`config.mk`:
```
export PLATFORM = sky130hd
export DESIGN_NAME = sensor_frame_receiver_flat
export DESIGN_NICKNAME = d
export VERILOG_FILES = /design/src/rtl/sfr_pkg.sv /design/src/rtl/sfr_in_if.sv /design/src/rtl/sfr_out_if.sv /design/src/rtl/sfr_ram.sv /design/src/rtl/sensor_frame_receiver.sv /design/src/flat_wrapper.sv
export SDC_FILE = /design/constraint.sdc
export NUM_CORES = 2
export LEC_CHECK = 0
export BUFFER_PORTS_ARGS = -buffer_cell sky130_fd_sc_hd__buf_2
export CAP_MARGIN = 20
export CORE_MARGIN = 4
export CORE_UTILIZATION = 60
export DETAILED_ROUTE_END_ITERATION = 10
export PLACE_DENSITY = 0.79
export SYNTH_ARGS = -nofsm -noshare
export SYNTH_HDL_FRONTEND = slang
export SYNTH_SLANG_ARGS = --single-unit
```
`constraint.sdc`:
```
create_clock -name i_clk -period 17 [get_ports i_clk]
set_input_delay 4.25 -clock i_clk [delete_from_list [all_inputs] [get_ports i_clk]]
set_output_delay 4.25 -clock i_clk [all_outputs]
set_load 0.01 [all_outputs]
```
`src/rtl/sfr_pkg.sv`:
```
// Types, codes and the frame field layout of the sensor frame receiver.
package sfr_pkg;

    localparam logic [1:0] OP_BYTE = 2'd0;
    localparam logic [1:0] OP_END  = 2'd1;
    localparam logic [1:0] OP_POP  = 2'd2;

    typedef enum logic [2:0] {
        K_STORED    = 3'd0,
        K_DROPPED   = 3'd1,
        K_BAD       = 3'd2,
        K_POP_FIELD = 3'd3,
        K_POP_EMPTY = 3'd4
    } t_kind;

    typedef enum logic [2:0] {
        S_IDLE,
        S_WALK,
        S_FIN,
        S_EMPTY,
        S_POP_ADDR,
        S_POP_OUT
    } t_state;

    localparam int NUM_FIELDS = 11;
    localparam logic [3:0] FLD_DIST = 4'd8;
    localparam logic [3:0] FLD_CONF = 4'd9;
    localparam logic [3:0] FLD_TICK = 4'd10;

    localparam logic [7:0] HDR0 = 8'h5A;
    localparam logic [7:0] HDR1 = 8'h8E;
    localparam logic [7:0] HDR2 = 8'h17;

    localparam int         PADDR_W             = 3;
    localparam logic       REG_MAX_FRAME_BYTES = 1'b0;
    localparam logic [6:0] MAX_BYTES_RESET     = 7'd64;

    typedef struct packed {
        logic       hit;
        logic [3:0] idx;
        logic [1:0] lane;
        logic       tail;
    } t_field_pos;

    typedef struct packed {
        t_kind              kind;
        logic [6:0]         frame_length;
        logic signed [15:0] range_mm;
        logic [7:0]         confidence;
        logic               frame_ok;
        logic [31:0]        valid_count;
        logic [31:0]        bad_count;
        logic [31:0]        dropped_count;
        logic [3:0]         field_index;
        logic [31:0]        field_value;
        logic               last;
    } t_result;

    function automatic t_field_pos fp(input logic [3:0] idx, input logic [1:0] lane,
                                      input logic tail);
        t_field_pos f;
        f.hit  = 1'b1;
        f.idx  = idx;
        f.lane = lane;
        f.tail = tail;
        return f;
    endfunction

    // Byte position in the frame -> field, byte lane (little endian), last byte of field.
    function automatic t_field_pos field_map(input logic [7:0] pos);
        t_field_pos f;
        f = '0;
        case (pos)
            8'd3:    f = fp(4'd0, 2'd0, 1'b0);
            8'd4:    f = fp(4'd0, 2'd1, 1'b1);
            8'd5:    f = fp(4'd1, 2'd0, 1'b0);
            8'd6:    f = fp(4'd1, 2'd1, 1'b1);
            8'd7:    f = fp(4'd2, 2'd0, 1'b0);
            8'd8:    f = fp(4'd2, 2'd1, 1'b0);
            8'd9:    f = fp(4'd2, 2'd2, 1'b1);
            8'd10:   f = fp(4'd3, 2'd0, 1'b0);
            8'd11:   f = fp(4'd3, 2'd1, 1'b1);
            8'd12:   f = fp(4'd4, 2'd0, 1'b0);
            8'd13:   f = fp(4'd4, 2'd1, 1'b1);
            8'd14:   f = fp(4'd5, 2'd0, 1'b0);
            8'd15:   f = fp(4'd5, 2'd1, 1'b0);
            8'd16:   f = fp(4'd5, 2'd2, 1'b1);
            8'd17:   f = fp(4'd6, 2'd0, 1'b0);
            8'd18:   f = fp(4'd6, 2'd1, 1'b1);
            8'd19:   f = fp(4'd7, 2'd0, 1'b0);
            8'd20:   f = fp(4'd7, 2'd1, 1'b0);
            8'd21:   f = fp(4'd7, 2'd2, 1'b0);
            8'd22:   f = fp(4'd7, 2'd3, 1'b1);
            8'd23:   f = fp(FLD_DIST, 2'd0, 1'b0);
            8'd24:   f = fp(FLD_DIST, 2'd1, 1'b1);
            8'd25:   f = fp(FLD_CONF, 2'd0, 1'b1);
            default: f = '0;
        endcase
        return f;
    endfunction

endpackage

```
`src/rtl/sfr_in_if.sv`:
```
// Input channel of the sensor frame receiver: one byte, end or pop event per item.
interface sfr_in_if;
    logic        valid;
    logic        ready;
    logic [1:0]  opcode;
    logic [7:0]  data;
    logic [31:0] now_ms;

    modport source (output valid, opcode, data, now_ms, input ready);
    modport sink (input valid, opcode, data, now_ms, output ready);
endinterface

```
`src/rtl/sfr_out_if.sv`:
```
// Result channel of the sensor frame receiver.
interface sfr_out_if;
    logic               valid;
    logic               ready;
    logic [2:0]         kind;
    logic [6:0]         frame_length;
    logic signed [15:0] range_mm;
    logic [7:0]         confidence;
    logic               frame_ok;
    logic [31:0]        valid_count;
    logic [31:0]        bad_count;
    logic [31:0]        dropped_count;
    logic [3:0]         field_index;
    logic [31:0]        field_value;
    logic               last;

    modport source (
        output valid, kind, frame_length, range_mm, confidence, frame_ok,
               valid_count, bad_count, dropped_count, field_index, field_value, last,
        input  ready
    );
    modport sink (
        input  valid, kind, frame_length, range_mm, confidence, frame_ok,
               valid_count, bad_count, dropped_count, field_index, field_value, last,
        output ready
    );
endinterface

```
`src/rtl/sfr_ram.sv`:
```
// Generic simple dual-port RAM, one write port, one registered read port.
module sfr_ram #(
    parameter int WIDTH = 8,
    parameter int DEPTH = 64
) (
    input  logic                     i_clk,
    input  logic                     i_we,
    input  logic [$clog2(DEPTH)-1:0] i_waddr,
    input  logic [WIDTH-1:0]         i_wdata,
    input  logic [$clog2(DEPTH)-1:0] i_raddr,
    output logic [WIDTH-1:0]         o_rdata
);
    logic [WIDTH-1:0] r_mem [DEPTH];
    logic [WIDTH-1:0] r_rdata;

    always_ff @(posedge i_clk) begin
        if (i_we) begin
            r_mem[i_waddr] <= i_wdata;
        end
        r_rdata <= r_mem[i_raddr];
    end

    assign o_rdata = r_rdata;
endmodule

```
`src/rtl/sensor_frame_receiver.sv`:
```
// Sensor frame receiver: a byte item is stored (the store accepts bytes up to
// max_frame_bytes, clamped to RX_DEPTH, then only flags overflow). An end-of-frame item goes
// straight to its result when the length or overflow already fails the frame; otherwise
// the check walks the frame store through its single read port, one byte per cycle,
// summing, checking the header and writing the fields into the pending-slot RAM as they
// complete, while the slot is empty. A pop item reads the pending-slot RAM one field at a
// time through its registered read (S_POP_ADDR, then S_POP_OUT); an empty slot gives a single
// empty result. One item is worked on at a time; results sit in an output register, so a
// stalled result only holds back the next result, never a byte already waiting to be taken.
// No clearing pass: the stores are written before they are read.
module sensor_frame_receiver
    import sfr_pkg::*;
#(
    parameter int FRAME_LEN = 27,
    parameter int RX_DEPTH  = 64
) (
    input  logic               i_clk,
    input  logic               i_rst_n,
    sfr_in_if.sink             i_in,
    sfr_out_if.source          o_out,
    input  logic               psel,
    input  logic               penable,
    input  logic               pwrite,
    input  logic [PADDR_W-1:0] paddr,
    input  logic [31:0]        pwdata,
    output logic [31:0]        prdata,
    output logic               pready
);
    localparam int AW = $clog2(RX_DEPTH);
    localparam int CW = AW + 1;
    localparam int FW = $clog2(NUM_FIELDS);

    t_state r_state, n_state;

    logic [6:0]    r_max;
    logic [CW-1:0] r_byte_count, n_byte_count;
    logic          r_overflow, n_overflow;
    logic          r_pending_full, n_pending_full;
    logic [15:0]   r_latest_dist, n_latest_dist;
    logic [7:0]    r_latest_conf, n_latest_conf;
    logic          r_ok, n_ok;
    logic [31:0]   r_valid_total, n_valid_total;
    logic [31:0]   r_bad_total, n_bad_total;
    logic [31:0]   r_dropped_total, n_dropped_total;

    // walk control
    logic [AW-1:0] r_rd_addr, n_rd_addr;
    logic          r_issue_done, n_issue_done;
    logic          r_pvalid, n_pvalid;
    logic [AW-1:0] r_ppos, n_ppos;
    logic          r_good, n_good;
    logic [7:0]    r_sum, n_sum;
    logic [31:0]   r_acc, n_acc;
    logic [15:0]   r_cand_dist, n_cand_dist;
    logic [7:0]    r_cand_conf, n_cand_conf;
    logic [6:0]    r_flen, n_flen;
    logic [31:0]   r_now, n_now;
    logic [FW-1:0] r_fidx, n_fidx;

    logic          r_out_valid, n_out_valid;
    t_result       r_out, n_out;

    // memory ports
    logic          fs_we;
    logic [AW-1:0] fs_waddr, fs_raddr;
    logic [7:0]    fs_wdata, fs_rdata;
    logic          pf_we;
    logic [FW-1:0] pf_waddr, pf_raddr;
    logic [31:0]   pf_wdata, pf_rdata;

    logic          out_load, out_free, room;
    t_kind         out_kind;
    logic [6:0]    out_flen;
    logic [FW-1:0] out_idx;
    logic [31:0]   out_val;
    logic          out_last;
    t_field_pos    fmap;
    logic [31:0]   acc_new;
    logic          cfg_wr;

    sfr_ram #(.WIDTH(8), .DEPTH(RX_DEPTH)) u_frame_store (
        .i_clk   (i_clk),
        .i_we    (fs_we),
        .i_waddr (fs_waddr),
        .i_wdata (fs_wdata),
        .i_raddr (fs_raddr),
        .o_rdata (fs_rdata)
    );

    sfr_ram #(.WIDTH(32), .DEPTH(NUM_FIELDS)) u_pending_slot (
        .i_clk   (i_clk),
        .i_we    (pf_we),
        .i_waddr (pf_waddr),
        .i_wdata (pf_wdata),
        .i_raddr (pf_raddr),
        .o_rdata (pf_rdata)
    );

    // configuration port
    assign pready = 1'b1;
    assign cfg_wr = psel && penable && pwrite && (paddr[2] == REG_MAX_FRAME_BYTES);
    assign prdata = (paddr[2] == REG_MAX_FRAME_BYTES) ? {25'd0, r_max} : 32'd0;

    assign room = ({25'd0, r_max} > 32'(r_byte_count)) && (32'(r_byte_count) < RX_DEPTH);
    assign out_free = !r_out_valid || o_out.ready;
    assign i_in.ready = (r_state == S_IDLE);

    always_comb begin
        n_state         = r_state;
        n_byte_count    = r_byte_count;
        n_overflow      = r_overflow;
        n_pending_full  = r_pending_full;
        n_latest_dist   = r_latest_dist;
        n_latest_conf   = r_latest_conf;
        n_ok            = r_ok;
        n_valid_total   = r_valid_total;
        n_bad_total     = r_bad_total;
        n_dropped_total = r_dropped_total;
        n_rd_addr       = r_rd_addr;
        n_issue_done    = r_issue_done;
        n_pvalid        = r_pvalid;
        n_ppos          = r_ppos;
        n_good          = r_good;
        n_sum           = r_sum;
        n_acc           = r_acc;
        n_cand_dist     = r_cand_dist;
        n_cand_conf     = r_cand_conf;
        n_flen          = r_flen;
        n_now           = r_now;
        n_fidx          = r_fidx;

        fs_we    = 1'b0;
        fs_waddr = r_byte_count[AW-1:0];
        fs_wdata = i_in.data;
        fs_raddr = r_rd_addr;

        fmap    = field_map(8'(r_ppos));
        acc_new = (fmap.lane == 2'd0) ? {24'd0, fs_rdata}
                                      : (r_acc | (32'(fs_rdata) << {fmap.lane, 3'b000}));

        pf_we    = 1'b0;
        pf_waddr = fmap.idx[FW-1:0];
        pf_wdata = (fmap.idx == FLD_DIST) ? {{16{acc_new[15]}}, acc_new[15:0]} : acc_new;
        pf_raddr = r_fidx;

        out_load = 1'b0;
        out_kind = K_POP_EMPTY;
        out_flen = 7'd0;
        out_idx  = '0;
        out_val  = 32'd0;
        out_last = 1'b1;

        case (r_state)
            S_IDLE: begin
                if (i_in.valid) begin
                    case (i_in.opcode)
                        OP_BYTE: begin
                            if (room) begin
                                fs_we        = 1'b1;
                                n_byte_count = r_byte_count + CW'(1);
                            end else begin
                                n_overflow = 1'b1;
                            end
                        end
                        OP_END: begin
                            n_flen       = 7'(r_byte_count);
                            n_good       = !r_overflow && (32'(r_byte_count) == FRAME_LEN);
                            n_now        = i_in.now_ms;
                            n_byte_count = '0;
                            n_overflow   = 1'b0;
                            n_rd_addr    = '0;
                            n_issue_done = 1'b0;
                            n_pvalid     = 1'b0;
                            n_sum        = 8'd0;
                            n_state      = n_good ? S_WALK : S_FIN;
                        end
                        OP_POP: begin
                            if (r_pending_full) begin
                                n_pending_full = 1'b0;
                                n_fidx         = '0;
                                n_state        = S_POP_ADDR;
                            end else begin
                                n_state = S_EMPTY;
                            end
                        end
                        default: begin
                        end
                    endcase
                end
            end

            S_WALK: begin
                // issue side: one address per cycle, data comes back from the registered read in the next cycle
                n_pvalid = !r_issue_done;
                n_ppos   = r_rd_addr;
                if (!r_issue_done) begin
                    if (32'(r_rd_addr) == FRAME_LEN - 1) begin
                        n_issue_done = 1'b1;
                    end else begin
                        n_rd_addr = r_rd_addr + AW'(1);
                    end
                end
                if (r_pvalid) begin
                    if (32'(r_ppos) == FRAME_LEN - 1) begin
                        if (fs_rdata != r_sum) begin
                            n_good = 1'b0;
                        end
                        n_state = S_FIN;
                    end else begin
                        n_sum = r_sum + fs_rdata;
                    end
                    if ((r_ppos == AW'(0) && fs_rdata != HDR0) ||
                        (r_ppos == AW'(1) && fs_rdata != HDR1) ||
                        (r_ppos == AW'(2) && fs_rdata != HDR2)) begin
                        n_good = 1'b0;
                    end
                    if (fmap.hit) begin
                        n_acc = acc_new;
                        // fields land in the slot as they finish, unless it is full; harmless if the frame fails
                        if (fmap.tail) begin
                            pf_we = !r_pending_full;
                        end
                        if (fmap.tail && fmap.idx == FLD_DIST) begin
                            n_cand_dist = acc_new[15:0];
                        end
                        if (fmap.idx == FLD_CONF) begin
                            n_cand_conf = fs_rdata;
                        end
                    end
                end
            end

            S_FIN: begin
                if (out_free) begin
                    if (r_good) begin
                        n_latest_dist = r_cand_dist;
                        n_latest_conf = r_cand_conf;
                        n_ok          = 1'b1;
                        n_valid_total = r_valid_total + 32'd1;
                        if (!r_pending_full) begin
                            pf_we          = 1'b1;
                            pf_waddr       = FLD_TICK[FW-1:0];
                            pf_wdata       = r_now;
                            n_pending_full = 1'b1;
                            out_kind       = K_STORED;
                        end else begin
                            n_dropped_total = r_dropped_total + 32'd1;
                            out_kind        = K_DROPPED;
                        end
                    end else begin
                        n_ok        = 1'b0;
                        n_bad_total = r_bad_total + 32'd1;
                        out_kind    = K_BAD;
                    end
                    out_flen = r_flen;
                    out_load = 1'b1;
                    n_state  = S_IDLE;
                end
            end

            S_EMPTY: begin
                if (out_free) begin
                    out_kind = K_POP_EMPTY;
                    out_load = 1'b1;
                    n_state  = S_IDLE;
                end
            end

            S_POP_ADDR: begin
                n_state = S_POP_OUT;
            end

            S_POP_OUT: begin
                if (out_free) begin
                    out_kind = K_POP_FIELD;
                    out_idx  = r_fidx;
                    out_val  = pf_rdata;
                    out_last = (r_fidx == FLD_TICK[FW-1:0]);
                    out_load = 1'b1;
                    if (out_last) begin
                        n_state = S_IDLE;
                    end else begin
                        n_fidx  = r_fidx + FW'(1);
                        n_state = S_POP_ADDR;
                    end
                end
            end

            default: begin
                n_state = S_IDLE;
            end
        endcase

        n_out.kind          = out_kind;
        n_out.frame_length  = out_flen;
        n_out.range_mm      = n_latest_dist;
        n_out.confidence    = n_latest_conf;
        n_out.frame_ok      = n_ok;
        n_out.valid_count   = n_valid_total;
        n_out.bad_count     = n_bad_total;
        n_out.dropped_count = n_dropped_total;
        n_out.field_index   = 4'(out_idx);
        n_out.field_value   = out_val;
        n_out.last          = out_last;

        n_out_valid = out_load ? 1'b1 : (o_out.ready ? 1'b0 : r_out_valid);
    end

    always_ff @(posedge i_clk) begin
        if (!i_rst_n) begin
            r_state <= S_IDLE;
        end else begin
            r_state <= n_state;
        end
    end

    always_ff @(posedge i_clk) begin
        if (!i_rst_n) begin
            r_max           <= MAX_BYTES_RESET;
            r_byte_count    <= '0;
            r_overflow      <= 1'b0;
            r_pending_full  <= 1'b0;
            r_latest_dist   <= 16'd0;
            r_latest_conf   <= 8'd0;
            r_ok            <= 1'b0;
            r_valid_total   <= 32'd0;
            r_bad_total     <= 32'd0;
            r_dropped_total <= 32'd0;
            r_rd_addr       <= '0;
            r_issue_done    <= 1'b0;
            r_pvalid        <= 1'b0;
            r_fidx          <= '0;
            r_out_valid     <= 1'b0;
        end else begin
            if (cfg_wr) begin
                r_max <= pwdata[6:0];
            end
            r_byte_count    <= n_byte_count;
            r_overflow      <= n_overflow;
            r_pending_full  <= n_pending_full;
            r_latest_dist   <= n_latest_dist;
            r_latest_conf   <= n_latest_conf;
            r_ok            <= n_ok;
            r_valid_total   <= n_valid_total;
            r_bad_total     <= n_bad_total;
            r_dropped_total <= n_dropped_total;
            r_rd_addr       <= n_rd_addr;
            r_issue_done    <= n_issue_done;
            r_pvalid        <= n_pvalid;
            r_fidx          <= n_fidx;
            r_out_valid     <= n_out_valid;
        end
    end

    always_ff @(posedge i_clk) begin
        r_ppos      <= n_ppos;
        r_good      <= n_good;
        r_sum       <= n_sum;
        r_acc       <= n_acc;
        r_cand_dist <= n_cand_dist;
        r_cand_conf <= n_cand_conf;
        r_flen      <= n_flen;
        r_now       <= n_now;
        if (out_load) begin
            r_out <= n_out;
        end
    end

    assign o_out.valid         = r_out_valid;
    assign o_out.kind          = r_out.kind;
    assign o_out.frame_length  = r_out.frame_length;
    assign o_out.range_mm      = r_out.range_mm;
    assign o_out.confidence    = r_out.confidence;
    assign o_out.frame_ok      = r_out.frame_ok;
    assign o_out.valid_count   = r_out.valid_count;
    assign o_out.bad_count     = r_out.bad_count;
    assign o_out.dropped_count = r_out.dropped_count;
    assign o_out.field_index   = r_out.field_index;
    assign o_out.field_value   = r_out.field_value;
    assign o_out.last          = r_out.last;
endmodule

```
`src/flat_wrapper.sv`:
```
// flat-port wrapper written by rule: the top's interface ports become plain ports
module sensor_frame_receiver_flat import sfr_pkg::*;
#(
    parameter int FRAME_LEN = 27,
    parameter int RX_DEPTH  = 64
)
  (i_clk, i_rst_n, psel, penable, pwrite, paddr, pwdata, prdata, pready, i_in_valid, i_in_opcode, i_in_data, i_in_now_ms, i_in_ready, o_out_valid, o_out_kind, o_out_frame_length, o_out_range_mm, o_out_confidence, o_out_frame_ok, o_out_valid_count, o_out_bad_count, o_out_dropped_count, o_out_field_index, o_out_field_value, o_out_last, o_out_ready);
  sfr_in_if i_in_i ();
  sfr_out_if o_out_i ();
  input  logic i_clk;
  input  logic i_rst_n;
  input  logic psel;
  input  logic penable;
  input  logic pwrite;
  input  logic [PADDR_W-1:0] paddr;
  input  logic [31:0] pwdata;
  output logic [31:0] prdata;
  output logic pready;
  input wire logic [$bits(i_in_i.valid)-1:0] i_in_valid;
  input wire logic [$bits(i_in_i.opcode)-1:0] i_in_opcode;
  input wire logic [$bits(i_in_i.data)-1:0] i_in_data;
  input wire logic [$bits(i_in_i.now_ms)-1:0] i_in_now_ms;
  output wire logic [$bits(i_in_i.ready)-1:0] i_in_ready;
  output wire logic [$bits(o_out_i.valid)-1:0] o_out_valid;
  output wire logic [$bits(o_out_i.kind)-1:0] o_out_kind;
  output wire logic [$bits(o_out_i.frame_length)-1:0] o_out_frame_length;
  output wire logic [$bits(o_out_i.range_mm)-1:0] o_out_range_mm;
  output wire logic [$bits(o_out_i.confidence)-1:0] o_out_confidence;
  output wire logic [$bits(o_out_i.frame_ok)-1:0] o_out_frame_ok;
  output wire logic [$bits(o_out_i.valid_count)-1:0] o_out_valid_count;
  output wire logic [$bits(o_out_i.bad_count)-1:0] o_out_bad_count;
  output wire logic [$bits(o_out_i.dropped_count)-1:0] o_out_dropped_count;
  output wire logic [$bits(o_out_i.field_index)-1:0] o_out_field_index;
  output wire logic [$bits(o_out_i.field_value)-1:0] o_out_field_value;
  output wire logic [$bits(o_out_i.last)-1:0] o_out_last;
  input wire logic [$bits(o_out_i.ready)-1:0] o_out_ready;
  assign i_in_i.valid = i_in_valid;
  assign i_in_i.opcode = i_in_opcode;
  assign i_in_i.data = i_in_data;
  assign i_in_i.now_ms = i_in_now_ms;
  assign i_in_ready = i_in_i.ready;
  assign o_out_valid = o_out_i.valid;
  assign o_out_kind = o_out_i.kind;
  assign o_out_frame_length = o_out_i.frame_length;
  assign o_out_range_mm = o_out_i.range_mm;
  assign o_out_confidence = o_out_i.confidence;
  assign o_out_frame_ok = o_out_i.frame_ok;
  assign o_out_valid_count = o_out_i.valid_count;
  assign o_out_bad_count = o_out_i.bad_count;
  assign o_out_dropped_count = o_out_i.dropped_count;
  assign o_out_field_index = o_out_i.field_index;
  assign o_out_field_value = o_out_i.field_value;
  assign o_out_last = o_out_i.last;
  assign o_out_i.ready = o_out_ready;
  sensor_frame_receiver #(.FRAME_LEN(FRAME_LEN), .RX_DEPTH(RX_DEPTH)) u_core (.i_clk(i_clk), .i_rst_n(i_rst_n), .i_in(i_in_i), .o_out(o_out_i), .psel(psel), .penable(penable), .pwrite(pwrite), .paddr(paddr), .pwdata(pwdata), .prdata(prdata), .pready(pready));
endmodule
```
=== Word level (Yosys, flattened, before mapping) ===
Memory sizes are Yosys's and may differ from the RTL's. A register that Yosys moved wholly into a read port is not among the register bits.
Cells that the tools add are included.

* Word-level logic and storage cells: 234
* Memory bits (writable): 864
* Register bits after elaboration: 431
* Input port bits: 84
* Memory bits (read-only): 256
* Memories kept: 3

* $add $sub $neg: 7
* Reduce and logical (&&, ||, !) cells: 42
* Bitwise operators: 2
* Magnitude comparators: 2
* Mux-type cells: 104
* Shift operators: 1
* Eq/ne operators: 38

{| class="wikitable"
|+ Memory list
! name !! words !! bits a word !! rd ports !! clocked after memory_dff !! wr ports !! RTL line !! source
|-
| u_core.u_frame_store.r_mem || 64 || 8 || 1 || 1 || 1 || sfr_ram.sv:13 || <nowiki>logic [WIDTH-1:0] r_mem [DEPTH];</nowiki>
|-
| u_core.u_pending_slot.r_mem || 11 || 32 || 1 || 1 || 1 || sfr_ram.sv:13 ||
|-
| (name not given) || 32 || 8 || 1 || 1 || 0 || sfr_pkg.sv:73 || <nowiki>case (pos)</nowiki>
|}

{| class="wikitable"
|+ Operator list
! kind !! number
|-
| 32-bit two-way mux || 16
|-
| 32-bit by 1-bit adder with 32-bit output (second input constant) || 3
|-
| 8-bit two-way mux || 8
|-
| 16-bit two-way mux || 3
|-
| 1-bit two-way mux || 37
|-
| 4-bit two-way mux || 9
|-
| 32-bit OR || 1
|-
| 8-bit by 5-bit left shift with 32-bit output || 1
|-
| 3-bit two-way mux || 9
|-
| 6-bit two-way mux || 4
|-
| 2-bit by 1-bit != test with 1-bit output (second input constant) || 10
|-
| 6-bit AND reduction || 3
|-
| 8-bit case mux with 2 select lines || 1
|-
| 4-bit AND reduction || 4
|-
| 3-bit case mux with 5 select lines || 1
|-
| 5-bit AND reduction || 3
|-
| 7-bit two-way mux || 2
|-
| 7-bit case mux with 2 select lines || 1
|-
| 4-bit equality test (second input constant) || 3
|-
| 6-bit by 5-bit equality test with 1-bit output (second input constant) || 2
|-
| 2-bit != test (second input constant) || 6
|-
| 1-bit case mux with 2 select lines || 6
|-
| 3-bit case mux with 2 select lines || 2
|-
| 6-bit case mux with 2 select lines || 1
|-
| other kinds (34) || 60
|}

=== Depth between registers and ports, before layout ===
* Depth in word-level cells: 9
* Mapped depth: 11
* Depth with buffers taken out: 9

=== By module ===
Synthesis repeated with hierarchy kept, for this count alone.

* Cell total of the unflattened synthesis: 3,319
* Area total of the unflattened synthesis: 53,243.6 um^2

{| class="wikitable"
|+ By module, submodules not included
! module !! seq. area each (um^2) !! area each (um^2) !! cells an instance !! instances
|-
| sfr_ram at u_core.u_frame_store || 15,534.9 || 20,190.6 || 972 || 1
|-
| sensor_frame_receiver || 11,571.1 || 18,410.2 || 1,577 || 1
|-
| sfr_ram at u_core.u_pending_slot || 11,210.8 || 14,642.8 || 770 || 1
|}

=== Worst setup path before layout ===
OpenSTA, ideal clock, no wires.

* Path type: input-to-reg
* Start: input o_out_ready
* End: register u_core.r_out (netlist bit u_core.o_out.bad_count[0]), enable pin
* Setup time: 0.751 ns
* Stages on the path: 3
* Arrival: 12.600 ns
* Buffers on the path: 1
* Required time: 16.249 ns
* Path slack: 3.650 ns
* Path through: nor2b_1 clkbuf_1 a21oi_1

* Cells in the longest elaborated chain, start to end: 3

{| class="wikitable"
|+ Ends and longest elaborated chain
! what !! RTL line !! source
|-
| start, declared || flat_wrapper.sv:36 || <nowiki>input wire logic [$bits(o_out_i.ready)-1:0] o_out_ready;</nowiki>
|-
| 1-bit logical OR || sensor_frame_receiver.sv:105 || <nowiki>assign out_free = !r_out_valid || o_out.ready;</nowiki>
|-
| 1-bit two-way mux || sensor_frame_receiver.sv:234, sensor_frame_receiver.sv:262, sensor_frame_receiver.sv:274 ||
|-
| 1-bit two-way mux || -- ||
|-
| end signal, assigned || sensor_frame_receiver.sv:365 || <nowiki>r_out <= n_out;</nowiki>
|-
| end, declared || sensor_frame_receiver.sv:61 || <nowiki>t_result r_out, n_out;</nowiki>
|}

No other way between the ends.
A chain may end at the register's enable or synchronous reset.

=== Worst setup path after layout ===
* Start: input paddr[2]
* End: output prdata[4]

* Cells in the longest elaborated chain, start to end: 1

{| class="wikitable"
|+ Ends and longest elaborated chain
! what !! RTL line !! source
|-
| start, declared || flat_wrapper.sv:15 || <nowiki>input logic [PADDR_W-1:0] paddr;</nowiki>
|-
| 7-bit two-way mux || sensor_frame_receiver.sv:102 || <nowiki>assign prdata = (paddr[2] == REG_MAX_FRAME_BYTES) ? {25'd0, r_max} : 32'd0;</nowiki>
|-
| end, declared || flat_wrapper.sv:17 || <nowiki>output logic [31:0] prdata;</nowiki>
|}

No other way between the ends.

==> key figures <==
Timing
  – Final Hold Viols: 0
  – Worst Tran Pin Value: 1.10 ns
  – Fin Setup TNS: 0 ns
  – Final Cycle Share: 52.4%
  – RSZ-0062 raised after global routing: false
  – Max Fclk: 0.112 GHz
  – Worst slew margin: 26.4%
  – Final Critical Period: 8.91 ns
  – Final Hold Slack: 0.468 ns
  – Count of final setup violators: 0
  – Max-slew violations: 0
  – Clk_skew: 0.0229 ns

Critical path
  – Max incr delay on CP: 0.14 ns
  – Worst Path Max Fanout: 8
  – Crit-path cells: buf_2 > nor2b_1 > buf_2
  – Critical Path RT: 12.75 ns
  – CP Launch Type: input port
  – Critical path arrival: 4.66 ns
  – WP buf/inv: 2
  – Crit. End Element: output port
  – R2R setup slack: 12.61 ns
  – Slowest CP cell: buf_2
  – CP most frequent cell: buf_2
  – CP Class: input port to output port
  – Cell family with most CP delay: buffers and inverters

Final layout
  – Fin cells: 4,584
  – # nets final: 3,447
  – Share of layout cells above drive strength 1: 23.1%
  – Synth-to-layout area growth: 13.2%
  – Filler cells: 5,236
  – Sequential cell area: 38,300 sq um
  – Multi-input logic area: 12,900 sq um

Yosys
  – Synth area leaders: edfxtp_1 66%, mux4_2 9.4%, dfxtp_1 7.7%, and2_1 1.7%, nor2_1 1.5%
  – Synth Area per Inst: 17.1 sq um
  – Synth Warn #: 0
  – EDFF count, synth: 1,142
  – Syn Inst Count: 3,049
  – Post-synthesis cell type count: 73
  – Yosys reg bits: 1,343
  – Sequential-to-total area share from yosys stat: 73.6%
  – Synthesized area: 52,100 sq um
  – Top_reg_cell synth: edfxtp_1
  – Async S/R FF share, synth: 0%
  – Synth area leader: edfxtp_1
  – Top cell type's share of synthesized area: 65.9%

Floorplan
  – Total core area: 85,700 sq um
  – Row count: 107
  – Starting Density: 60.8%
  – Die height: 303 um
  – IO Count: 287
  – Total Die Area: 91,500 sq um
  – Die X: 303 um

Clock network
  – Postcts setup bufs: 0
  – Hold_buf cts: 0
  – CTS max path bufs: 3
  – H-tree Lvls: 4
  – CTS clk-pin slew, worst paths: 0.06 ns
  – Worst-Skew Late Latency: 0.73 ns
  – CTS tree: done
  – Post-CTS sizing: 0
  – Num CTS Buffers: 135
  – Root Driver: clkbuf_16
  – CTS sink count: 1,343

Global route
  – GRT Overall Usage: 25.8%
  – First-pass GRT wire length: 176,000 um
  – Initial antenna violation count: 5
  – Largest net degree at the start of global routing: 95
  – Total gr overflow: 0
  – Vias in the first global route: 28,900

Route
  – Drt drc: 0
  – Wire per inst: 25.6 um
  – Detail Route Antenna Nets: 0
  – Detailed-route via count: 28,300
  – Drt total wl: 117,000 um
  – Vias/cell: 6.18
  – DRT met1 WL: 42,900 um
  – DR iter-0 viols: 3,338
  – Met2 wire length: 60,500 um
  – Drt pass-1 iters: 8
  – Routed met3 length: 9020 um
  – Highest metal used: met4

Min path
  – HP Class: register to register

Power
  – Cell leakage power: 19.8 nW
  – Pwr Density: 124 nW/um^2
  – VDD IR max: 0.000110 V

Placed design
  – Placed Instances: 4,322
  – Dpl hpwl: 69,200 um
  – # port buffers: 233
  – Routability Congestion: 0.874

Job
  – MaxCap Viol Count: 0

Run status
  – Status: finished clean
[layout make-up]
class                   count  area share, %
clock inverters            64           1.14
diodes                      1        0.00425
clock buffers             180           6.35
flip-flops and latches   1343           65.0
inverters                  48          0.306
well taps                1144           2.43
repair buffers            284           2.80
multi-input cells        1520           21.9
[worst paths after layout]
check	start	cells past startpoint	end
hold reg to reg	u_core.r_latest_dist[0]$_SDFF_PN0_	2	u_core.r_latest_dist[0]$_SDFF_PN0_
setup / recovery	paddr[2]	3	prdata[4]
hold / removal	u_core.r_latest_dist[0]$_SDFF_PN0_	2	u_core.r_latest_dist[0]$_SDFF_PN0_
setup reg to reg	u_core.r_byte_count[2]$_SDFFE_PN0P_	8	u_core.u_frame_store.r_mem[30][0]$_DFFE_PP_
[state kept, by name, indices dropped and copies added, names as in the netlist, 16 cells and up, named ones only]
name / cells
u_core.o_out.bad_count: 32
u_core.o_out.dropped_count: 32
u_core.o_out.field_value: 32
u_core.o_out.range_mm: 16
u_core.o_out.valid_count: 32
u_core.r_acc: 32
u_core.r_bad_total: 32
u_core.r_cand_dist: 16
u_core.r_dropped_total: 32
u_core.r_latest_dist: 16
u_core.r_now: 32
u_core.r_valid_total: 32
u_core.u_frame_store.r_mem: 512
u_core.u_pending_slot.o_rdata: 32
u_core.u_pending_slot.r_mem: 352
[routing by layer]
metal / up-vias / track usage, %
li1: 12300 / -
met1: 14400 / 33.1
met2: 1370 / 43.9
met3: 288 / 4.64
met4: 0 / 10.7
met5: - / 0
[cells in the mapped netlist (6+ instances only)]
master and n:
a211oi_1 9, a21oi_1 114, a22o_1 6, a22oi_1 6, a31oi_1 8, and2_1 140
and3_1 21, buf_1 20, buf_2 29, buf_4 34, clkbuf_1 78, dfxtp_1 201
edfxtp_1 1142, ha_1 30, inv_1 46, mux2_2 52, mux2i_1 58, mux4_2 217
nand2_1 196, nand2b_1 16, nand3_1 55, nand3b_1 7, nand4_1 31, nor2_1 205
nor2b_1 15, nor3_1 46, nor4_1 10, o21ai_0 47, o22ai_1 12, or3_1 10
xnor2_1 67, xor2_1 38
[power breakdown]
group,switching (mW),internal [mW],leakage (nW),total [mW]
Combinational,0.376,0.156,5.55,0.532
Clock,1.23,1.72,2.15,2.95
Sequential,0.0589,3.79,12.1,3.85
Total,1.66,5.66,19.8,7.33
[tightest hold or removal path, cell delays in order, from the launching register on]
cell     delay (ns)
dfxtp_1        0.30
nand2_1        0.06
a21oi_1        0.06
[cell families after synthesis]
logic type | synth area share [%]
simple gates | 7.51
flops | 73.6
buf+inv | 1.84
other cells | 0.0144
compound gates | 2.82
xor+xnor | 1.77
mux | 11.7
fa+ha+maj | 0.760
[per-stage QoR]
stage | total power [mW] | area (sq um) | util [%] | worst slack [ns]
after floorplan | 4.23 | 52100 | - | 3.65
after global placement | 4.40 | 54300 | 63.4 | 8.11
after detailed placement | 4.43 | 54300 | 63.4 | 8.09
after CTS | 7.34 | 58700 | 68.5 | 8.09
after global routing | 7.56 | 58900 | 68.8 | 8.06
final | 7.33 | 58900 | 68.8 | 8.09
[layout by cell type, fill, tap and decap left out, types with 26 or more instances in the layout]
master     Yosys  final
mux4_2       217    217
clkbuf_1      78     30
nand2_1      196    196
conb_1         2     26
ha_1          30     30
o21ai_0       47     47
and2_1       140    140
nor3_1        46     45
nand3_1       55     55
nor2_1       205    195
mux2i_1       58     58
clkbuf_16      0    139
buf_4         34     35
mux2_2        52     52
edfxtp_1    1142   1142
xnor2_1       67     67
inv_1         46     45
nand4_1       31     31
buf_2         29    234
dfxtp_1      201    195
xor2_1        38     38
a21oi_1      114    112
(Power assumes the default switching activity.)
